**config.mk**
```make
export PLATFORM = sky130hd
export DESIGN_NAME = damped_oscillator_euler_diff_top
export DESIGN_NICKNAME = d
export VERILOG_FILES = /design/src/sv/doe_pkg.sv /design/src/sv/damped_oscillator_euler_diff_top.sv
export SDC_FILE = /design/constraint.sdc
export NUM_CORES = 2
export LEC_CHECK = 0
export BUFFER_PORTS_ARGS = -buffer_cell sky130_fd_sc_hd__buf_2
export CAP_MARGIN = 10
export CELL_PAD_IN_SITES_DETAIL_PLACEMENT = 1
export CELL_PAD_IN_SITES_GLOBAL_PLACEMENT = 1
export CORE_UTILIZATION = 45
export CTS_BUF_LIST = sky130_fd_sc_hd__clkbuf_2 sky130_fd_sc_hd__clkbuf_4 sky130_fd_sc_hd__clkbuf_8
export CTS_CLUSTER_SIZE = 40
export DETAILED_ROUTE_END_ITERATION = 8
export GPL_TIMING_DRIVEN = 0
export PLACE_DENSITY_LB_ADDON = 0.25
export SYNTH_ARGS = -nofsm -noshare
export SYNTH_HDL_FRONTEND = slang
export SYNTH_SLANG_ARGS = --single-unit
```
**constraint.sdc**
```tcl
create_clock -name clk -period 22.8 [get_ports clk]
set_clock_uncertainty 0.1 [all_clocks]
set_input_delay 5.7 -clock clk [delete_from_list [all_inputs] [get_ports clk]]
set_output_delay 5.7 -clock clk [all_outputs]
set_load 0.1 [all_outputs]
```
**src/sv/doe_pkg.sv**
```systemverilog
// ----------------------------------------------------------------------------
// doe_pkg: shared types, constants and microcode for the oscillator stepper
// Register map, reset values, datapath control word, sequencer program and
// the saturating arithmetic helpers used by the Q16.16 datapath.
// ----------------------------------------------------------------------------
package doe_pkg;

  localparam int unsigned DataW = 32;
  localparam int unsigned StepW = 31;
  localparam int unsigned AddrW = 5;
  localparam int unsigned PcW   = 4;

  localparam logic [PcW-1:0] LoadPc = PcW'(13);

  localparam logic signed [DataW-1:0] DampingReset  = 32'sh0001_0000;
  localparam logic signed [DataW-1:0] StiffReset    = 32'sh0001_0000;
  localparam logic signed [DataW-1:0] ForcingReset  = 32'sh000A_0000;
  localparam logic [StepW-1:0]        StepReset     = 31'd6554;
  localparam logic signed [DataW-1:0] StartPosReset = 32'sh0001_0000;
  localparam logic signed [DataW-1:0] StartVelReset = 32'sh0000_0000;

  localparam logic [15:0] QHalf = 16'h8000;

  typedef enum logic [2:0] {
    REG_DAMPING   = 3'd0,
    REG_STIFFNESS = 3'd1,
    REG_FORCING   = 3'd2,
    REG_TIME_STEP = 3'd3,
    REG_START_POS = 3'd4,
    REG_START_VEL = 3'd5
  } reg_idx_t;

  typedef enum logic [2:0] {
    ST_IDLE = 3'b001,
    ST_RUN  = 3'b010,
    ST_DONE = 3'b100
  } seq_state_t;

  typedef enum logic [2:0] {
    OPA_C  = 3'd0,
    OPA_K  = 3'd1,
    OPA_DT = 3'd2,
    OPA_XC = 3'd3,
    OPA_TS = 3'd4
  } opa_sel_t;

  typedef enum logic [2:0] {
    OPB_VL = 3'd0,
    OPB_XL = 3'd1,
    OPB_VC = 3'd2,
    OPB_XC = 3'd3,
    OPB_TS = 3'd4,
    OPB_TA = 3'd5
  } opb_sel_t;

  typedef enum logic [3:0] {
    ALU_NOP      = 4'd0,
    ALU_TS       = 4'd1,
    ALU_ACC_LOAD = 4'd2,
    ALU_ACC_FIN  = 4'd3,
    ALU_ADD_XL   = 4'd4,
    ALU_ADD_VL   = 4'd5,
    ALU_ADD_XC   = 4'd6,
    ALU_ADD_VC   = 4'd7,
    ALU_LOAD     = 4'd8
  } alu_op_t;

  typedef struct packed {
    logic           mul_en;
    opa_sel_t       a_sel;
    opb_sel_t       b_sel;
    alu_op_t        alu_op;
    logic           jmp_restart;
    logic           last;
    logic [PcW-1:0] jmp_tgt;
  } uword_t;

  typedef struct packed {
    logic                    clip;
    logic signed [DataW-1:0] val;
  } sat_t;

  // The ALU field of a word consumes the product issued by an earlier word, once
  // it has passed the multiplier register and then the rounding register.
  function automatic uword_t ucode(input logic [PcW-1:0] pc);
    uword_t w;
    w = '0;
    case (pc)
      4'd0: begin
        w.mul_en = 1'b1; w.a_sel = OPA_XC; w.b_sel = OPB_XC;
        w.jmp_restart = 1'b1; w.jmp_tgt = LoadPc;
      end
      4'd1: begin
        w.mul_en = 1'b1; w.a_sel = OPA_C; w.b_sel = OPB_VL;
      end
      4'd2: begin
        w.mul_en = 1'b1; w.a_sel = OPA_K; w.b_sel = OPB_XL; w.alu_op = ALU_TS;
      end
      4'd3: begin
        w.mul_en = 1'b1; w.a_sel = OPA_TS; w.b_sel = OPB_XC; w.alu_op = ALU_ACC_LOAD;
      end
      4'd4: begin
        w.mul_en = 1'b1; w.a_sel = OPA_DT; w.b_sel = OPB_VL; w.alu_op = ALU_ACC_FIN;
      end
      4'd5: begin
        w.mul_en = 1'b1; w.a_sel = OPA_DT; w.b_sel = OPB_TA; w.alu_op = ALU_TS;
      end
      4'd6: begin
        w.mul_en = 1'b1; w.a_sel = OPA_K; w.b_sel = OPB_TS; w.alu_op = ALU_ADD_XL;
      end
      4'd7: begin
        w.mul_en = 1'b1; w.a_sel = OPA_C; w.b_sel = OPB_VC; w.alu_op = ALU_ADD_VL;
      end
      4'd8: begin
        w.mul_en = 1'b1; w.a_sel = OPA_DT; w.b_sel = OPB_VC; w.alu_op = ALU_ACC_LOAD;
      end
      4'd9: begin
        w.alu_op = ALU_ACC_FIN;
      end
      4'd10: begin
        w.mul_en = 1'b1; w.a_sel = OPA_DT; w.b_sel = OPB_TA; w.alu_op = ALU_ADD_XC;
      end
      4'd11: begin
        w.alu_op = ALU_NOP;
      end
      4'd12: begin
        w.alu_op = ALU_ADD_VC; w.last = 1'b1;
      end
      4'd13: begin
        w.alu_op = ALU_LOAD; w.last = 1'b1;
      end
      default: begin
        w.last = 1'b1;
      end
    endcase
    return w;
  endfunction

  // Clamp a 48-bit signed value to the 32-bit range.
  function automatic sat_t sat48(input logic signed [47:0] v);
    sat_t s;
    s.clip = ~((&v[47:31]) | ~(|v[47:31]));
    if (s.clip) begin
      s.val = v[47] ? 32'sh8000_0000 : 32'sh7FFF_FFFF;
    end else begin
      s.val = v[31:0];
    end
    return s;
  endfunction

  // Clamp a 34-bit signed sum to the 32-bit range.
  function automatic sat_t sat34(input logic signed [33:0] v);
    sat_t s;
    s.clip = ~((&v[33:31]) | ~(|v[33:31]));
    if (s.clip) begin
      s.val = v[33] ? 32'sh8000_0000 : 32'sh7FFF_FFFF;
    end else begin
      s.val = v[31:0];
    end
    return s;
  endfunction

  // Q16.16 product: add one half, then an arithmetic shift floors the
  // result, which rounds to nearest with ties toward plus infinity.
  function automatic sat_t round_q(input logic signed [63:0] p);
    logic signed [63:0] t;
    t = p + 64'(QHalf);
    return sat48(t[63:16]);
  endfunction

endpackage

```
**src/sv/damped_oscillator_euler_diff_top.sv**
```systemverilog
// ----------------------------------------------------------------------------
// damped_oscillator_euler_diff_top: linear and cubic-spring Euler stepper
// Integrates a linear and a cubic-spring damped, forced oscillator side by
// side and reports their position and velocity difference in Q16.16.
// ----------------------------------------------------------------------------
// An item with restart high loads start_position and start_velocity into both
// oscillators and skips to the load word; any other item advances both by one
// time step. A step is paced by a single 32x32 multiplier that is shared by
// all ten products of a step, and by the cubic chain (x*x, x^3, k*x^3, dt*a)
// behind its product and rounding registers. An item is taken only in idle,
// so the block takes no new item before it is through with the last one. A
// new item is taken while the previous result waits in the output register; a
// finished item then waits for that register to empty. The user must write
// registers through the APB port only while no item is in flight; the block
// itself does not enforce this.
module damped_oscillator_euler_diff_top (
  input  logic                                 clk,
  input  logic                                 rst_n,
  input  logic                                 in_valid,
  output logic                                 in_ready,
  input  logic                                 in_restart,
  output logic                                 out_valid,
  input  logic                                 out_ready,
  output logic signed [doe_pkg::DataW-1:0]     out_position_difference,
  output logic signed [doe_pkg::DataW-1:0]     out_velocity_difference,
  output logic signed [doe_pkg::DataW-1:0]     out_linear_position_out,
  output logic signed [doe_pkg::DataW-1:0]     out_cubic_position_out,
  output logic                                 out_saturated,
  input  logic                                 psel,
  input  logic                                 penable,
  input  logic                                 pwrite,
  input  logic [doe_pkg::AddrW-1:0]            paddr,
  input  logic [doe_pkg::DataW-1:0]            pwdata,
  output logic [doe_pkg::DataW-1:0]            prdata,
  output logic                                 pready
);

  // Configuration registers
  logic signed [doe_pkg::DataW-1:0] damping_r, damping_nxt;
  logic signed [doe_pkg::DataW-1:0] stiff_r, stiff_nxt;
  logic signed [doe_pkg::DataW-1:0] forcing_r, forcing_nxt;
  logic [doe_pkg::StepW-1:0]        step_r, step_nxt;
  logic signed [doe_pkg::DataW-1:0] start_pos_r, start_pos_nxt;
  logic signed [doe_pkg::DataW-1:0] start_vel_r, start_vel_nxt;

  // Sequencer
  doe_pkg::seq_state_t       state_r, state_nxt;
  logic [doe_pkg::PcW-1:0]   pc_r, pc_nxt;
  logic                      restart_r, restart_nxt;
  logic                      flag_r, flag_nxt;
  logic                      pv1_r, pv1_nxt;
  doe_pkg::uword_t           uw;

  // Datapath
  logic signed [doe_pkg::DataW-1:0] xl_r, xl_nxt, vl_r, vl_nxt;
  logic signed [doe_pkg::DataW-1:0] xc_r, xc_nxt, vc_r, vc_nxt;
  logic signed [doe_pkg::DataW-1:0] ts_r, ts_nxt, ta_r, ta_nxt;
  logic signed [doe_pkg::DataW:0]   acc_r, acc_nxt;
  logic signed [63:0]               prod_r, prod_nxt;
  logic signed [doe_pkg::DataW-1:0] rq_r, rq_nxt;
  logic signed [doe_pkg::DataW-1:0] opa, opb, add_a;
  logic signed [doe_pkg::DataW:0]   add_sum, dp_sum, dv_sum;
  logic signed [doe_pkg::DataW+1:0] fin_sum;
  doe_pkg::sat_t                    rnd, alu_sat, dp_sat, dv_sat;
  logic                             alu_clip, run, mul_fire, out_load;

  // Output register
  logic                             out_valid_r, out_valid_nxt;
  logic signed [doe_pkg::DataW-1:0] odp_r, odp_nxt, odv_r, odv_nxt;
  logic signed [doe_pkg::DataW-1:0] oxl_r, oxl_nxt, oxc_r, oxc_nxt;
  logic                             osat_r, osat_nxt;

  doe_pkg::reg_idx_t                reg_idx;
  logic                             cfg_wr;

  assign reg_idx = doe_pkg::reg_idx_t'(paddr[doe_pkg::AddrW-1:2]);
  assign cfg_wr  = psel & penable & pwrite;
  assign pready  = 1'b1;

  always_comb begin
    case (reg_idx)
      doe_pkg::REG_DAMPING:   prdata = damping_r;
      doe_pkg::REG_STIFFNESS: prdata = stiff_r;
      doe_pkg::REG_FORCING:   prdata = forcing_r;
      doe_pkg::REG_TIME_STEP: prdata = {1'b0, step_r};
      doe_pkg::REG_START_POS: prdata = start_pos_r;
      doe_pkg::REG_START_VEL: prdata = start_vel_r;
      default:                prdata = '0;
    endcase
  end

  always_comb begin
    damping_nxt   = damping_r;
    stiff_nxt     = stiff_r;
    forcing_nxt   = forcing_r;
    step_nxt      = step_r;
    start_pos_nxt = start_pos_r;
    start_vel_nxt = start_vel_r;
    if (cfg_wr) begin
      case (reg_idx)
        doe_pkg::REG_DAMPING:   damping_nxt   = pwdata;
        doe_pkg::REG_STIFFNESS: stiff_nxt     = pwdata;
        doe_pkg::REG_FORCING:   forcing_nxt   = pwdata;
        doe_pkg::REG_TIME_STEP: step_nxt      = pwdata[doe_pkg::StepW-1:0];
        doe_pkg::REG_START_POS: start_pos_nxt = pwdata;
        doe_pkg::REG_START_VEL: start_vel_nxt = pwdata;
        default: ;
      endcase
    end
  end

  // Multiplier and adder operand selection
  always_comb begin
    case (uw.a_sel)
      doe_pkg::OPA_C:  opa = damping_r;
      doe_pkg::OPA_K:  opa = stiff_r;
      doe_pkg::OPA_DT: opa = {1'b0, step_r};
      doe_pkg::OPA_XC: opa = xc_r;
      doe_pkg::OPA_TS: opa = ts_r;
      default:         opa = '0;
    endcase
    case (uw.b_sel)
      doe_pkg::OPB_VL: opb = vl_r;
      doe_pkg::OPB_XL: opb = xl_r;
      doe_pkg::OPB_VC: opb = vc_r;
      doe_pkg::OPB_XC: opb = xc_r;
      doe_pkg::OPB_TS: opb = ts_r;
      doe_pkg::OPB_TA: opb = ta_r;
      default:         opb = '0;
    endcase
    case (uw.alu_op)
      doe_pkg::ALU_ADD_XL: add_a = xl_r;
      doe_pkg::ALU_ADD_VL: add_a = vl_r;
      doe_pkg::ALU_ADD_XC: add_a = xc_r;
      default:             add_a = vc_r;
    endcase
  end

  always_comb begin
    uw       = doe_pkg::ucode(pc_r);
    run      = (state_r == doe_pkg::ST_RUN);
    mul_fire = run & uw.mul_en & ~(uw.jmp_restart & restart_r);

    prod_nxt = 64'(opa) * 64'(opb);
    rnd      = doe_pkg::round_q(prod_r);
    rq_nxt   = rnd.val;
    pv1_nxt  = mul_fire;

    add_sum  = 33'(add_a) + 33'(rq_r);
    fin_sum  = 34'(acc_r) - 34'(rq_r);
    dp_sum   = 33'(xl_r) - 33'(xc_r);
    dv_sum   = 33'(vl_r) - 33'(vc_r);
    dp_sat   = doe_pkg::sat34(34'(dp_sum));
    dv_sat   = doe_pkg::sat34(34'(dv_sum));

    state_nxt   = state_r;
    pc_nxt      = pc_r;
    restart_nxt = restart_r;
    flag_nxt    = flag_r;
    xl_nxt = xl_r;  vl_nxt = vl_r;  xc_nxt = xc_r;  vc_nxt = vc_r;
    ts_nxt = ts_r;  ta_nxt = ta_r;  acc_nxt = acc_r;
    alu_sat  = doe_pkg::sat34(34'(add_sum));
    alu_clip = 1'b0;

    odp_nxt = odp_r;  odv_nxt = odv_r;  oxl_nxt = oxl_r;  oxc_nxt = oxc_r;
    osat_nxt = osat_r;
    out_valid_nxt = out_valid_r & ~out_ready;
    out_load = 1'b0;

    in_ready = (state_r == doe_pkg::ST_IDLE);

    case (state_r)
      doe_pkg::ST_IDLE: begin
        if (in_valid) begin
          restart_nxt = in_restart;
          flag_nxt    = 1'b0;
          pc_nxt      = '0;
          state_nxt   = doe_pkg::ST_RUN;
        end
      end
      doe_pkg::ST_RUN: begin
        case (uw.alu_op)
          doe_pkg::ALU_TS:       ts_nxt = rq_r;
          doe_pkg::ALU_ACC_LOAD: acc_nxt = 33'(forcing_r) - 33'(rq_r);
          doe_pkg::ALU_ACC_FIN: begin
            alu_sat  = doe_pkg::sat34(fin_sum);
            ta_nxt   = alu_sat.val;
            alu_clip = alu_sat.clip;
          end
          doe_pkg::ALU_ADD_XL: begin
            xl_nxt = alu_sat.val;  alu_clip = alu_sat.clip;
          end
          doe_pkg::ALU_ADD_VL: begin
            vl_nxt = alu_sat.val;  alu_clip = alu_sat.clip;
          end
          doe_pkg::ALU_ADD_XC: begin
            xc_nxt = alu_sat.val;  alu_clip = alu_sat.clip;
          end
          doe_pkg::ALU_ADD_VC: begin
            vc_nxt = alu_sat.val;  alu_clip = alu_sat.clip;
          end
          doe_pkg::ALU_LOAD: begin
            xl_nxt = start_pos_r;  xc_nxt = start_pos_r;
            vl_nxt = start_vel_r;  vc_nxt = start_vel_r;
          end
          default: ;
        endcase
        flag_nxt = flag_r | (pv1_r & rnd.clip) | alu_clip;
        if (uw.last) begin
          pc_nxt    = '0;
          state_nxt = doe_pkg::ST_DONE;
        end else if (uw.jmp_restart && restart_r) begin
          pc_nxt = uw.jmp_tgt;
        end else begin
          pc_nxt = pc_r + 1'b1;
        end
      end
      doe_pkg::ST_DONE: begin
        // Hold here until the previous result has left the output register.
        if (!out_valid_r || out_ready) begin
          out_load  = 1'b1;
          state_nxt = doe_pkg::ST_IDLE;
        end
      end
      default: begin
        state_nxt = doe_pkg::ST_IDLE;
      end
    endcase

    if (out_load) begin
      out_valid_nxt = 1'b1;
      odp_nxt  = dp_sat.val;
      odv_nxt  = dv_sat.val;
      oxl_nxt  = xl_r;
      oxc_nxt  = xc_r;
      osat_nxt = flag_r | dp_sat.clip | dv_sat.clip;
    end
  end

  always_ff @(posedge clk) begin
    if (!rst_n) begin
      damping_r   <= doe_pkg::DampingReset;
      stiff_r     <= doe_pkg::StiffReset;
      forcing_r   <= doe_pkg::ForcingReset;
      step_r      <= doe_pkg::StepReset;
      start_pos_r <= doe_pkg::StartPosReset;
      start_vel_r <= doe_pkg::StartVelReset;
      state_r     <= doe_pkg::ST_IDLE;
      pc_r        <= '0;
      restart_r   <= 1'b0;
      flag_r      <= 1'b0;
      pv1_r       <= 1'b0;
      out_valid_r <= 1'b0;
      xl_r        <= '0;
      vl_r        <= '0;
      xc_r        <= '0;
      vc_r        <= '0;
    end else begin
      damping_r   <= damping_nxt;
      stiff_r     <= stiff_nxt;
      forcing_r   <= forcing_nxt;
      step_r      <= step_nxt;
      start_pos_r <= start_pos_nxt;
      start_vel_r <= start_vel_nxt;
      state_r     <= state_nxt;
      pc_r        <= pc_nxt;
      restart_r   <= restart_nxt;
      flag_r      <= flag_nxt;
      pv1_r       <= pv1_nxt;
      out_valid_r <= out_valid_nxt;
      xl_r        <= xl_nxt;
      vl_r        <= vl_nxt;
      xc_r        <= xc_nxt;
      vc_r        <= vc_nxt;
    end
  end

  always_ff @(posedge clk) begin
    ts_r   <= ts_nxt;
    ta_r   <= ta_nxt;
    acc_r  <= acc_nxt;
    prod_r <= prod_nxt;
    rq_r   <= rq_nxt;
    odp_r  <= odp_nxt;
    odv_r  <= odv_nxt;
    oxl_r  <= oxl_nxt;
    oxc_r  <= oxc_nxt;
    osat_r <= osat_nxt;
  end

  assign out_valid               = out_valid_r;
  assign out_position_difference = odp_r;
  assign out_velocity_difference = odv_r;
  assign out_linear_position_out = oxl_r;
  assign out_cubic_position_out  = oxc_r;
  assign out_saturated           = osat_r;

endmodule

```
==> run metrics <==
outcome=complete, no violations; Fin Hold WS=0.381 ns; worst hold stages=2; largest registers=prod_r x49, acc_r x33; clk buf depth=3; unrepaired setup endpoints after global routing=false; grt met3 use=14.2%; Vias=64113; DP Area=74400 sq um; share of cells above drive strength 1=6.93%; Hold Buf Count CTS=0; crit start category=input port; Core ar.=roughly 150000 sq um; Final ANT Viol Nets=0; global-route wire length before repair=491000 microns; final std cells w/o fill=10351; r2r startpoint=pc_r[0]; WL final=350000 microns; Max Cap Viol=0; Final period util=63.8%; Die X=395 microns; detailed-router iteration count before antenna repair=7; number of flops mapped to enable cells by yosys=between 200 and 250; largest net degree at the start of global routing=38; Clk Tree Root Cell=clkbuf_8; Starting Density=45.6%; final net count=slightly below 10000; Sum Neg Setup Slack=0 ns; met2 GRT Util=62.9%; Crit Path Category=in -> out; DP HPWL=295000 microns; worst rel slew slack=2.10%; Clock Pin Slew Worst Setup and Hold Paths=0.06 ns; worst hold start=damping_r[14]; routed len/inst=33.8 microns; Largest Register=prod_r; worst reg2reg setup slack=8.40 ns; Worst Hold End=damping_r[14]; Port Buf Inserts=203; Crit. End Element=output pin; GR Layer Usage met1=60.1%; Worst EP required=17.00 ns; Worst R2R End=prod_r[63]; synth top area cells=fa_1 (31%), dfxtp_1 (12%), edfxtp_1 (9.7%), nand2_1 (6.8%), ha_1 (6.2%); vias in the first global route=roughly 66000; syn avg cell area=between 8 and 9 sq um; count of final setup violators=0; Min-Delay Path Class=reg -> reg; synth-to-layout area growth=10.4%; io pins=209; Worst-Margin Slew=between 1 and 1.5 ns; Post-synth ARST share=0%; Tmin final=14.54 ns; gr ovfl total=0; initial antenna violation count=35; DRC errors left=0; Design Area, Final=76900 sq um; Post-Synthesis Cells=around 8000; Die ar.=156000 sq um; Unique masters post-synth=101; Yosys top cell area share=31.2%; clk_lat worst skew=about 0.86 ns; H-tree depth=3; Worst Path Arrival=8.74 ns; number of synthesized register bits=roughly 640; Placed Cells=10124; CTS tree=yes; Leak Pwr=0.0337 uW; post-CTS setup buffers=0; Ys Warns=0; Netlist Area Pre-Place=~70000 sq um; pwr/cell area=about 32 nW/um^2; Largest register FFs=49; Hold Vio Cnt, Final=0; row cnt=143; post-synthesis sequential area ratio=21.6%; clock sink total=637; maximum vdd drop=between 0.03 and 0.04 mV; Initial DRC Count=approximately 8000; CTS buffer count=104; Placer Congestion=1.10; Post-Syn Nets=9309; area leader, netlist=fa_1; die height=395 microns; DR vias/cell=6.19; Total GRT Usage=44.6%; Slew Viols, Final=0; Final Util=50.3%; reg2reg path depth=35; CP max FO=10; CTS resizes=0; ys flop type=dfxtp_1; fmax=68.8 MHz; busiest grt layer=met2
==> metal layers <==
layer,up-vias,wire (microns)
li1,26378,-
met1,32859,138000
met2,3954,143000
met3,910,45600
met4,12,23500
met5,-,97
==> where the power goes <==
group	switching, uW	internal [uW]	total, uW
combinational	77.4	19.4	96.8
sequential	7.87	1170	1180
clock	548	602	1150
==> cells by family (layout without fill, tap and decap cells) <==
logic type      after synthesis  after routing  share of synthesized area, %
compound gates             1543           1543                          14.8
mux                           6              6                         0.110
flops                       637            637                          21.6
simple gates               2393           2393                          14.4
xor+xnor                    230            230                          2.92
other cells                   1             29                       0.00539
fa+ha+maj                  1445           1445                          37.6
buf+inv                    1577           2038                          8.57
==> worst max path at each step <==
stage,cells past startpoint,end,startpoint,slack (ns)
final,6,prdata[30],paddr[2],8.26
after global routing,35,prod_r[63],pc_r[0],8.21
after CTS,6,prdata[25],paddr[2],8.45
after detailed placement,6,prdata[25],paddr[2],8.45
after global placement,6,prdata[25],paddr[2],8.48
after floorplan,4,prdata[31],paddr[2],8.69
==> cells in the mapped netlist (33+ instances only) <==
library cell / number
a21o_1: 125
a21oi_1: 465
a221o_1: 53
a221oi_1: 57
a222oi_1: 62
a22oi_1: 133
and2_1: 35
and3_1: 43
clkbuf_1: 381
dfxtp_1: 411
edfxtp_1: 226
fa_1: 1086
ha_1: 346
inv_1: 1152
nand2_1: 1257
nand2b_1: 59
nand3_1: 130
nand4_1: 33
nor2_1: 669
nor2b_1: 33
nor3_1: 48
o211ai_1: 90
o21a_1: 33
o21ai_0: 230
o21ai_1: 66
xnor2_1: 126
xor2_1: 103
==> worst max-delay path: stages <==
cell and delay [ns]:
clkbuf_1 0.34, nor3b_1 0.71, clkbuf_1 0.85, a22oi_1 0.25, nand3_1 0.37, buf_2 0.52
==> metrics by stage <==
| step | power (uW) | worst slack, ns |
|---|---|---|
| 2_1_floorplan | 1250 | 8.69 |
| 3_3_place_gp | 1290 | 8.48 |
| 3_5_place_dp | 1300 | 8.45 |
| 4_1_cts | 2420 | 8.45 |
| 5_1_grt | 2470 | 8.21 |
| 6_report | 2430 | 8.26 |
==> layout by cell type (no fill, tap or decap), types with 20 or more instances in the layout <==
cell,Yosys,final
nand2_1,1257,1257
inv_1,1152,1152
fa_1,1086,1085
nor2_1,669,667
a21oi_1,465,465
dfxtp_1,411,411
clkbuf_1,381,381
ha_1,346,346
o21ai_0,230,230
edfxtp_1,226,226
buf_2,20,224
a22oi_1,133,133
nand3_1,130,130
xnor2_1,126,126
a21o_1,125,125
clkbuf_8,0,122
xor2_1,103,103
o211ai_1,90,90
o21ai_1,66,66
a222oi_1,62,62
nand2b_1,59,59
a221o_1,53,53
nor3_1,48,45
and3_1,43,43
and2_1,35,35
a221oi_2,2,34
nand4_1,33,33
o21a_1,33,33
nor2b_1,33,33
clkbuf_4,0,33
a211oi_1,31,31
a31oi_1,31,31
diode_2,0,28
o31ai_1,27,27
a32o_1,23,23
buf_6,0,23
buf_4,6,21
o21bai_1,20,20
==> final cells by class <==
| cell class | instances | area [sq um] |
|---|---|---|
| sequential | 637 | 15000 |
| antenna | 28 | 70.1 |
| tap | 2030 | 2540 |
| buffer | 423 | 1640 |
| clock inverter | 38 | 370 |
| clock buffer | 154 | 1920 |
| fill | 17988 | 75900 |
| timing repair buffer | 269 | 1910 |
| multi-input combinational | 5618 | 49100 |
| inverter | 1154 | 4330 |
(Power assumes the default switching activity.)
